$ cat src/mhd_pkg.sv
// Shared types and constants for the module header deframer.
package mhd_pkg;

    // Header geometry
    localparam int unsigned HDR_WORDS = 24;
    localparam int unsigned HDR_LAST  = HDR_WORDS - 1;
    localparam int unsigned IDX_W     = 5;
    localparam int unsigned CNT_W     = 15;
    localparam int unsigned SL_W      = 32;

    // Stream constants
    localparam logic [15:0] SYNC_WORD    = 16'hFC4A;
    localparam logic [15:0] CHECK_XOR    = 16'hFFFF;
    localparam logic [15:0] BYTE_LO_MASK = 16'h00FF;
    localparam logic [15:0] BYTE_HI_MASK = 16'hFF00;

    // Offsets removed from the size and name fields of the header
    localparam logic signed [15:0] WCNT_BIAS = 16'sd24;
    localparam logic signed [15:0] NCNT_BIAS = 16'sd23;

    localparam logic [IDX_W-1:0] IDX_LAST = IDX_W'(HDR_LAST);
    localparam logic [IDX_W-1:0] IDX_SIZE = IDX_W'(3);
    localparam logic [IDX_W-1:0] IDX_NAME = IDX_W'(7);

    // Controller states
    typedef enum logic [3:0] {
        S_SEARCH,
        S_HEADER,
        S_CHECK,
        S_EMIT_RD,
        S_EMIT_WR,
        S_MODULE,
        S_SCAN_RD,
        S_SCAN_CHK,
        S_COPY_RD,
        S_COPY_WR
    } state_t;

    // Commands from controller to datapath
    typedef struct packed {
        logic in_fire;     // an input word is accepted
        logic start_sync;  // sync word found while searching
        logic hdr_wr;      // store input word into header
        logic payload;     // pass input word as payload
        logic chk_pass;    // header accepted, load module counters
        logic scan_init;   // header rejected, start rescan
        logic rd_en;       // read header store at index
        logic emit_wr;     // emit header word from read data
        logic scan_hit;    // sync found at index during rescan
        logic scan_next;   // advance rescan
        logic scan_miss;   // rescan found no sync
        logic copy_wr;     // move one header word down
    } cmd_t;

    // Status from datapath to controller
    typedef struct packed {
        logic in_is_sync;
        logic hdr_full;
        logic chk_ok;
        logic out_free;
        logic idx_last;
        logic rd_is_sync;
        logic payload_end;
    } status_t;

endpackage

$ cat src/mhd_datapath.sv
// Datapath: header store, checks, counters and output register.
module mhd_datapath
    import mhd_pkg::*;
(
    input  logic        clk,
    input  logic        rst_n,
    input  logic [15:0] s_tdata,
    input  logic        cfg_valid,
    input  logic [31:0] cfg_data,
    input  cmd_t        cmd,
    output status_t     st,
    input  logic        m_tready,
    output logic        m_tvalid,
    output logic [15:0] m_tdata,   // word_out
    output logic        m_tlast,   // module_last
    output logic [2:0]  m_tuser    // module_first, name_word, run_last
);

    // Header store
    logic [15:0] mem [HDR_WORDS];
    logic [15:0] rdata_reg;

    // Control counters
    logic [IDX_W-1:0] hcount_reg, hcount_next;
    logic [IDX_W-1:0] idx_reg, idx_next;
    logic [CNT_W-1:0] pleft_reg, pleft_next;
    logic [CNT_W-1:0] ncnt_reg, ncnt_next;
    logic             ndone_reg, ndone_next;
    logic [SL_W-1:0]  sleft_reg, sleft_next;

    // Payload registers
    logic [15:0] xor_reg, xor_next;
    logic [15:0] prefix_reg, prefix_next;
    logic [15:0] h3_reg, h7_reg;

    // Output register
    logic        ovalid_reg, ovalid_next;
    logic [15:0] odata_reg;
    logic        olast_reg, ofirst_reg, oname_reg, orun_reg;

    logic             mem_we;
    logic [IDX_W-1:0] mem_wa;
    logic [15:0]      mem_wd;
    logic             out_free;
    logic             out_load;

    logic signed [15:0] wcnt_s, ncnt_s;
    logic               wcnt_le0, ncnt_neg;
    logic               fits_w, fits_n;
    logic [CNT_W-1:0]   pl_dec, nc_dec;
    logic               nm;
    logic [SL_W:0]      sl_sum;

    // Header size and name offset, byte swapped and halved
    assign wcnt_s   = $signed({1'b0, h3_reg[7:0], h3_reg[15:9]}) - WCNT_BIAS;
    assign ncnt_s   = $signed({1'b0, h7_reg[7:0], h7_reg[15:9]}) - NCNT_BIAS;
    assign wcnt_le0 = wcnt_s[15] || (wcnt_s == 16'sd0);
    assign ncnt_neg = ncnt_s[15];
    assign fits_w   = wcnt_le0 || ({17'd0, wcnt_s[14:0]} <= sleft_reg);
    assign fits_n   = ncnt_neg || (ncnt_s == 16'sd0)
                      || ({17'd0, ncnt_s[14:0]} <= sleft_reg);

    // Payload word bookkeeping
    assign pl_dec = (pleft_reg != '0) ? pleft_reg - CNT_W'(1) : '0;
    assign nc_dec = (ncnt_reg != '0) ? ncnt_reg - CNT_W'(1) : '0;
    assign nm     = !ndone_reg && (nc_dec == '0);

    assign out_free = !ovalid_reg || m_tready;
    assign out_load = cmd.payload || cmd.emit_wr;

    // Words given back to the stream count on a rescan hit
    assign sl_sum = {1'b0, sleft_reg} + (SL_W+1)'(IDX_LAST - idx_reg);

    // Status
    assign st.in_is_sync  = (s_tdata == SYNC_WORD);
    assign st.hdr_full    = (hcount_reg == IDX_LAST);
    assign st.chk_ok      = fits_w && fits_n && (xor_reg == CHECK_XOR);
    assign st.out_free    = out_free;
    assign st.idx_last    = (idx_reg == IDX_LAST);
    assign st.rd_is_sync  = (rdata_reg == SYNC_WORD);
    assign st.payload_end = (pl_dec == '0);

    // Store write port
    always_comb
    begin
        mem_we = cmd.start_sync || cmd.hdr_wr || cmd.copy_wr;
        mem_wa = cmd.start_sync ? '0 : hcount_reg;
        mem_wd = cmd.copy_wr ? rdata_reg : s_tdata;
    end

    always_ff @(posedge clk)
    begin
        if (mem_we)
        begin
            mem[mem_wa] <= mem_wd;
        end
        if (cmd.rd_en)
        begin
            rdata_reg <= mem[idx_reg];
        end
    end

    // Size and name words follow every store write
    always_ff @(posedge clk)
    begin
        if (mem_we && (mem_wa == IDX_SIZE))
        begin
            h3_reg <= mem_wd;
        end
        if (mem_we && (mem_wa == IDX_NAME))
        begin
            h7_reg <= mem_wd;
        end
    end

    // Next-state logic for counters and XOR
    always_comb
    begin
        hcount_next = hcount_reg;
        idx_next    = idx_reg;
        pleft_next  = pleft_reg;
        ncnt_next   = ncnt_reg;
        ndone_next  = ndone_reg;
        sleft_next  = sleft_reg;
        xor_next    = xor_reg;
        prefix_next = prefix_reg;

        if (cmd.start_sync)
        begin
            hcount_next = IDX_W'(1);
            xor_next    = s_tdata;
        end
        if (cmd.hdr_wr || cmd.copy_wr)
        begin
            hcount_next = hcount_reg + IDX_W'(1);
        end
        if (cmd.hdr_wr)
        begin
            xor_next = xor_reg ^ s_tdata;
        end
        if (cmd.chk_pass)
        begin
            hcount_next = '0;
            idx_next    = '0;
            pleft_next  = wcnt_le0 ? CNT_W'(1) : wcnt_s[CNT_W-1:0];
            ndone_next  = ncnt_neg;
            ncnt_next   = ncnt_neg ? '0 : ncnt_s[CNT_W-1:0];
        end
        if (cmd.scan_init)
        begin
            idx_next    = IDX_W'(1);
            prefix_next = SYNC_WORD;
        end
        if (cmd.scan_next)
        begin
            idx_next    = idx_reg + IDX_W'(1);
            prefix_next = prefix_reg ^ rdata_reg;
        end
        if (cmd.scan_hit)
        begin
            hcount_next = '0;
            xor_next    = xor_reg ^ prefix_reg;
            sleft_next  = sl_sum[SL_W] ? '1 : sl_sum[SL_W-1:0];
        end
        if (cmd.scan_miss)
        begin
            hcount_next = '0;
        end
        if (cmd.emit_wr || cmd.copy_wr)
        begin
            idx_next = idx_reg + IDX_W'(1);
        end
        if (cmd.payload)
        begin
            pleft_next = pl_dec;
            if (!ndone_reg)
            begin
                ncnt_next = nc_dec;
                if (nm && (((s_tdata & BYTE_LO_MASK) == '0)
                           || ((s_tdata & BYTE_HI_MASK) == '0)))
                begin
                    ndone_next = 1'b1;
                end
            end
        end
        if (cmd.in_fire)
        begin
            sleft_next = (sleft_reg != '0) ? sleft_reg - SL_W'(1) : '0;
        end
        if (cfg_valid)
        begin
            sleft_next = cfg_data;
        end
    end

    always_ff @(posedge clk or negedge rst_n)
    begin
        if (!rst_n)
        begin
            hcount_reg <= '0;
            idx_reg    <= '0;
            pleft_reg  <= '0;
            ncnt_reg   <= '0;
            ndone_reg  <= 1'b1;
            sleft_reg  <= '1;
            ovalid_reg <= 1'b0;
        end
        else
        begin
            hcount_reg <= hcount_next;
            idx_reg    <= idx_next;
            pleft_reg  <= pleft_next;
            ncnt_reg   <= ncnt_next;
            ndone_reg  <= ndone_next;
            sleft_reg  <= sleft_next;
            ovalid_reg <= ovalid_next;
        end
    end

    always_ff @(posedge clk)
    begin
        xor_reg    <= xor_next;
        prefix_reg <= prefix_next;
    end

    // Output register
    always_comb
    begin
        ovalid_next = ovalid_reg;
        if (ovalid_reg && m_tready)
        begin
            ovalid_next = 1'b0;
        end
        if (out_load)
        begin
            ovalid_next = 1'b1;
        end
    end

    always_ff @(posedge clk)
    begin
        if (cmd.payload)
        begin
            odata_reg  <= s_tdata;
            ofirst_reg <= 1'b0;
            olast_reg  <= (pl_dec == '0);
            oname_reg  <= nm;
            orun_reg   <= 1'b1;
        end
        else if (cmd.emit_wr)
        begin
            odata_reg  <= rdata_reg;
            ofirst_reg <= (idx_reg == '0);
            olast_reg  <= 1'b0;
            oname_reg  <= 1'b0;
            orun_reg   <= (idx_reg == IDX_LAST);
        end
    end

    assign m_tvalid = ovalid_reg;
    assign m_tdata  = odata_reg;
    assign m_tlast  = olast_reg;
    assign m_tuser  = {orun_reg, oname_reg, ofirst_reg};

    // Checks
    a_no_overwrite: assert property (@(posedge clk) disable iff (!rst_n)
        out_load |-> out_free)
        else $error("output word overwritten before it was taken");

    a_first_is_sync: assert property (@(posedge clk) disable iff (!rst_n)
        (ovalid_reg && ofirst_reg) |-> (odata_reg == SYNC_WORD))
        else $error("module start marked on a word other than sync");

    a_count_range: assert property (@(posedge clk) disable iff (!rst_n)
        (cmd.hdr_wr || cmd.copy_wr) |-> (hcount_reg <= IDX_LAST))
        else $error("header write beyond store");

endmodule

$ cat src/mhd_ctrl.sv
// Controller: sequences search, header collection, checks, emission and rescan.
module mhd_ctrl
    import mhd_pkg::*;
(
    input  logic    clk,
    input  logic    rst_n,
    input  logic    s_tvalid,
    output logic    s_tready,
    input  status_t st,
    output cmd_t    cmd
);

    state_t state_reg, state_next;
    logic   fire;

    always_ff @(posedge clk or negedge rst_n)
    begin
        if (!rst_n)
        begin
            state_reg <= S_SEARCH;
        end
        else
        begin
            state_reg <= state_next;
        end
    end

    assign fire = s_tvalid && s_tready;

    // Next state and commands
    always_comb
    begin
        state_next = state_reg;
        cmd        = '0;
        s_tready   = 1'b0;
        cmd.in_fire = fire;

        unique case (state_reg)
            S_SEARCH:
            begin
                s_tready = 1'b1;
                if (fire && st.in_is_sync)
                begin
                    cmd.start_sync = 1'b1;
                    state_next     = S_HEADER;
                end
            end
            S_HEADER:
            begin
                s_tready = 1'b1;
                if (fire)
                begin
                    cmd.hdr_wr = 1'b1;
                    if (st.hdr_full)
                    begin
                        state_next = S_CHECK;
                    end
                end
            end
            S_CHECK:
            begin
                if (st.chk_ok)
                begin
                    cmd.chk_pass = 1'b1;
                    state_next   = S_EMIT_RD;
                end
                else
                begin
                    cmd.scan_init = 1'b1;
                    state_next    = S_SCAN_RD;
                end
            end
            S_EMIT_RD:
            begin
                cmd.rd_en  = 1'b1;
                state_next = S_EMIT_WR;
            end
            S_EMIT_WR:
            begin
                if (st.out_free)
                begin
                    cmd.emit_wr = 1'b1;
                    state_next  = st.idx_last ? S_MODULE : S_EMIT_RD;
                end
            end
            S_MODULE:
            begin
                s_tready = st.out_free;
                if (fire)
                begin
                    cmd.payload = 1'b1;
                    if (st.payload_end)
                    begin
                        state_next = S_SEARCH;
                    end
                end
            end
            S_SCAN_RD:
            begin
                cmd.rd_en  = 1'b1;
                state_next = S_SCAN_CHK;
            end
            S_SCAN_CHK:
            begin
                if (st.rd_is_sync)
                begin
                    cmd.scan_hit = 1'b1;
                    state_next   = S_COPY_RD;
                end
                else if (st.idx_last)
                begin
                    cmd.scan_miss = 1'b1;
                    state_next    = S_SEARCH;
                end
                else
                begin
                    cmd.scan_next = 1'b1;
                    state_next    = S_SCAN_RD;
                end
            end
            S_COPY_RD:
            begin
                cmd.rd_en  = 1'b1;
                state_next = S_COPY_WR;
            end
            S_COPY_WR:
            begin
                cmd.copy_wr = 1'b1;
                state_next  = st.idx_last ? S_HEADER : S_COPY_RD;
            end
            default:
            begin
                state_next = S_SEARCH;
            end
        endcase
    end

    // Checks
    a_emit_to_module: assert property (@(posedge clk) disable iff (!rst_n)
        (cmd.emit_wr && st.idx_last) |=> (state_reg == S_MODULE))
        else $error("header burst did not hand over to payload");

    a_end_to_search: assert property (@(posedge clk) disable iff (!rst_n)
        (cmd.payload && st.payload_end) |=> (state_reg == S_SEARCH))
        else $error("module end did not return to search");

endmodule

$ cat src/module_header_deframer_unit.sv
// Top level of the module header deframer.
// A payload word is registered onto m_* in the cycle after it is accepted.
// A completed header is checked; an accepted one is sent as 24 header words
// from the header store, then payload runs one word per cycle while the
// output is free. A rejected header is rescanned; on a sync hit its words
// move down before input is taken again. Reset: async active low, returns
// to sync search with stream count all ones; header store contents are kept.
module module_header_deframer_unit
    import mhd_pkg::*;
(
    input  logic        clk,
    input  logic        rst_n,
    // configuration: stream_words
    input  logic        cfg_valid,
    output logic        cfg_ready,
    input  logic [31:0] cfg_data,    // stream_words
    // input words
    input  logic        s_tvalid,
    output logic        s_tready,
    input  logic [15:0] s_tdata,     // word_in
    // output words
    output logic        m_tvalid,
    input  logic        m_tready,
    output logic [15:0] m_tdata,     // word_out
    output logic        m_tlast,     // module_last
    output logic [2:0]  m_tuser      // module_first, name_word, run_last
);

    cmd_t    cmd;
    status_t st;

    assign cfg_ready = 1'b1;

    mhd_ctrl u_ctrl (
        .clk      (clk),
        .rst_n    (rst_n),
        .s_tvalid (s_tvalid),
        .s_tready (s_tready),
        .st       (st),
        .cmd      (cmd)
    );

    mhd_datapath u_dp (
        .clk       (clk),
        .rst_n     (rst_n),
        .s_tdata   (s_tdata),
        .cfg_valid (cfg_valid),
        .cfg_data  (cfg_data),
        .cmd       (cmd),
        .st        (st),
        .m_tready  (m_tready),
        .m_tvalid  (m_tvalid),
        .m_tdata   (m_tdata),
        .m_tlast   (m_tlast),
        .m_tuser   (m_tuser)
    );

endmodule
$ cat config.mk
export PLATFORM = sky130hd
export DESIGN_NAME = module_header_deframer_unit
export DESIGN_NICKNAME = d
export VERILOG_FILES = /design/src/mhd_pkg.sv /design/src/mhd_datapath.sv /design/src/mhd_ctrl.sv /design/src/module_header_deframer_unit.sv
export SDC_FILE = /design/constraint.sdc
export NUM_CORES = 1
export LEC_CHECK = 0
export BUFFER_PORTS_ARGS = -buffer_cell sky130_fd_sc_hd__buf_2
export CORE_ASPECT_RATIO = 1.75
export CORE_MARGIN = 2
export CORE_UTILIZATION = 50
export CTS_CLUSTER_DIAMETER = 120
export DETAILED_ROUTE_END_ITERATION = 8
export GPL_ROUTABILITY_DRIVEN = 0
export PLACE_DENSITY = 0.68
export SLEW_MARGIN = 10
export SYNTH_ARGS = -nofsm -noshare
export SYNTH_HDL_FRONTEND = slang
export SYNTH_SLANG_ARGS = --single-unit
export TNS_END_PERCENT = 20
$ cat constraint.sdc
create_clock -name clk -period 9.91 [get_ports clk]
set_input_delay 0 -clock clk [delete_from_list [all_inputs] [get_ports clk]]
set_output_delay 0 -clock clk [all_outputs]
set_load 0.01 [all_outputs]
==> run metrics <==
first-pass GRT wire length 116 mm; Period minus WS final 5040 ps; Remaining DRCs 0; setup TNS 0 ps; P_int 4.88 mW; most frequent cells after synthesis edfxtp_1 (480), nand2_1 (250), nor2_1 (136); max-cap violation count 0; Yosys reg bits 560; Req. time, crit path 10440 ps; r2r endpoint u_dp.sleft_reg[2]; Max Transition Viols Final 0; sw frac 0.334; met1 Usage GRT 0.290; Reg2Reg Depth 12; Die X-Extent 182 µm; DRT iter0 DRCs 1687; post-synth top area share 0.517; largest net degree at the start of global routing 66; main flop type after synthesis edfxtp_1; Peak Freq 0.198 GHz; clock latency on the worst-skew pair 620 ps; Gate power share 0.287; busiest grt layer met2; DRT Wirelength 77.4 mm; startpoint types flip-flop; post-route ant nets 0; Final Hold Fails 0; CTS tree yes; worst path cell trace buf_4 -> clkinv_1 -> ha_1 -> a211oi_1 -> o21a_1 -> a21o_1 -> a211oi_2 -> nor2_1 -> xnor2_2 -> a2111oi_0 -> o31ai_1 -> dlygate4sd3_1; leak pwr 11.1 nW; Post-Layout Inst Area 31300 µm²; Fin Clk Skew 36.6 ps; cell taking the most area after synthesis edfxtp_1; row count 114; total CTS buffers 51; P_sw 2.45 mW; worst-path maximum fanout 39; TritonRoute pass-1 iters 5; grt ovf 0; sequential fraction of the synthesis area 0.590; Slowest Stage Delay on Critical Path 800 ps; CTS-repair resized insts 0; Sequential Power Share 0.440; vias in the first global route 19.6k; Synth-to-Final Area Change 12.4%; grt met2 use 0.486; Worst path slowest cell xnor2_2; WL/cell 26.0 µm; CP endpoint kind flip-flop; Nets 2373; initial antenna violation count 0; slew margin rel. 0.239; Warnings, synthesis 0; Synth Cell Area 27900 µm²; Mean Syn Cell Area 13.0 µm²; most numerous cell in the Yosys netlist edfxtp_1; post-DP HPWL 52.0 mm; IO Port Bufs 74; Async SR Flop Fraction 0.139; Clock Sinks 560; hold crit path type input pin to asynchronous set/reset pin; Syn Nets 2262; RSZ-0062 raised after global routing no; Crit Path Category flip-flop to flip-flop; filler instances 4351; power density cells 234 nW/µm²; clock share of power 0.273; max reg flops 384; Post-synth EDFFs 480; placed instance area 29100 µm²; share of layout cells above drive strength 1 0.179; status finished, final reports clean; CTS max path bufs 3; crit share post-route 0.508; multi-input logic area 10900 µm²; Worst Max-Slew Pin Slew 1140 ps; Core Region 55200 µm²; synth top area cells edfxtp_1 (52%), mux4_2 (9.1%), dfrtp_1 (4.0%); H-tree depth 2; # setup viols final 0; Worst-path clk slew 70 ps; vias per inst 6.44; total number of vias 19.2k; critical path arrival 5570 ps; Peak VDD IR 0.000171 V; global-route usage over all layers 0.269; M3 GR Usage 0.0333; die height 316 µm; Starting Density 0.505; r2r startpoint u_dp.idx_reg[2]; Root Driver clkbuf_16; die area 57700 µm²; antenna cell count 0; FF-to-FF setup slack 4870 ps; Cells after Synth 2136; # IOs 76; Register Area 16500 µm²; synth unique cells 99
## worst max path at each step
stage | start | end
floorplan | u_dp.h7_reg[9] | u_dp.prefix_reg[0]
global placement | u_dp.h7_reg[9] | u_dp.prefix_reg[11]
detailed placement | u_dp.idx_reg[2] | u_dp.sleft_reg[2]
CTS | u_dp.idx_reg[2] | u_dp.sleft_reg[2]
global route | u_dp.idx_reg[2] | u_dp.sleft_reg[2]
finish | u_dp.idx_reg[2] | u_dp.sleft_reg[2]
## stage by stage
step | util | cells | power [mW] | worst slack [ps] | hold slack (ps)
3_5_place_dp | 0.527 | 2835 | 5.32 | 5420 | 41.1
6_report | 0.567 | 2981 | 7.33 | 4870 | 39.8
3_3_place_gp | 0.527 | 2835 | 5.27 | 5440 | 43.6
4_1_cts | 0.567 | 2981 | 7.34 | 4890 | 1.86
5_1_grt | 0.567 | 2981 | 7.63 | 4600 | 23.8
2_1_floorplan | - | 2136 | 4.64 | 5240 | -296
## cell type report
cell class              instances  share of cell area
flip-flops and latches        560               0.526
repair buffers                171              0.0399
well taps                     696              0.0278
multi-input cells            1412               0.347
inverters                      51             0.00611
clock inverters                29              0.0106
clock buffers                  62              0.0428
## cells by family after synthesis
kind of cell,after synthesis,share of synthesized area
flops,560,0.590
fa+ha+maj,73,0.0331
xor+xnor,97,0.0305
simple gates,663,0.117
other cells,1,0.000135
compound gates,439,0.104
buf+inv,164,0.0235
mux,139,0.101
## cell usage in the layout (no fill, tap or decap), types with 13 or more instances in the layout
| cell type | count |
|---|---|
| nand2b_1 | 16 |
| dfstp_2 | 33 |
| buf_4 | 43 |
| nor4_1 | 19 |
| o211ai_1 | 14 |
| or3_1 | 19 |
| ha_1 | 72 |
| clkbuf_16 | 52 |
| a21o_1 | 32 |
| inv_1 | 48 |
| edfxtp_1 | 480 |
| dfrtp_1 | 43 |
| mux2_2 | 18 |
| nor3_1 | 43 |
| a21oi_1 | 114 |
| nand3_1 | 38 |
| dlygate4sd3_1 | 54 |
| o21ai_0 | 72 |
| xor2_1 | 30 |
| xnor2_1 | 66 |
| nand2_1 | 250 |
| nor3b_1 | 13 |
| nor2_1 | 136 |
| mux4_2 | 112 |
| nand4_1 | 27 |
| o22ai_1 | 50 |
| buf_2 | 73 |
| a31oi_1 | 26 |
## layer usage
layer | wire length (µm) | vias up
li1 | - | 8507
met2 | 40100 | 852
met5 | 0 | -
met4 | 6700 | 0
met1 | 26300 | 9538
met3 | 4370 | 289
## critical path, delay by kind of cell, from the launching register on
family	cells	cell delay, ps
xor gates and xnor gates	1	800
and+or+nand+nor	1	150
adders and majority gates	1	630
DFF	1	330
buffers and inverters	3	1820
AOI/OAI and AO/OA	6	1230
## power by group through the flow
stage	Sequential (mW)	Clock, mW	Combinational, mW
2_1_floorplan	3.08	0	1.56
3_3_place_gp	3.25	0	2.02
3_5_place_dp	3.26	0	2.06
4_1_cts	3.21	2.03	2.09
5_1_grt	3.25	2.11	2.27
6_report	3.22	2.00	2.10
## repair_timing
| item | 4_1_cts | 5_1_grt |
|---|---|---|
| endpoints found under the hold margin | 101 | 0 |
| setup endpoints to repair | 0 | 0 |
| hold buffers | 55 | 0 |
| setup buffers | 0 | 0 |
No activity file was read; power rests on OpenSTA's default activity.
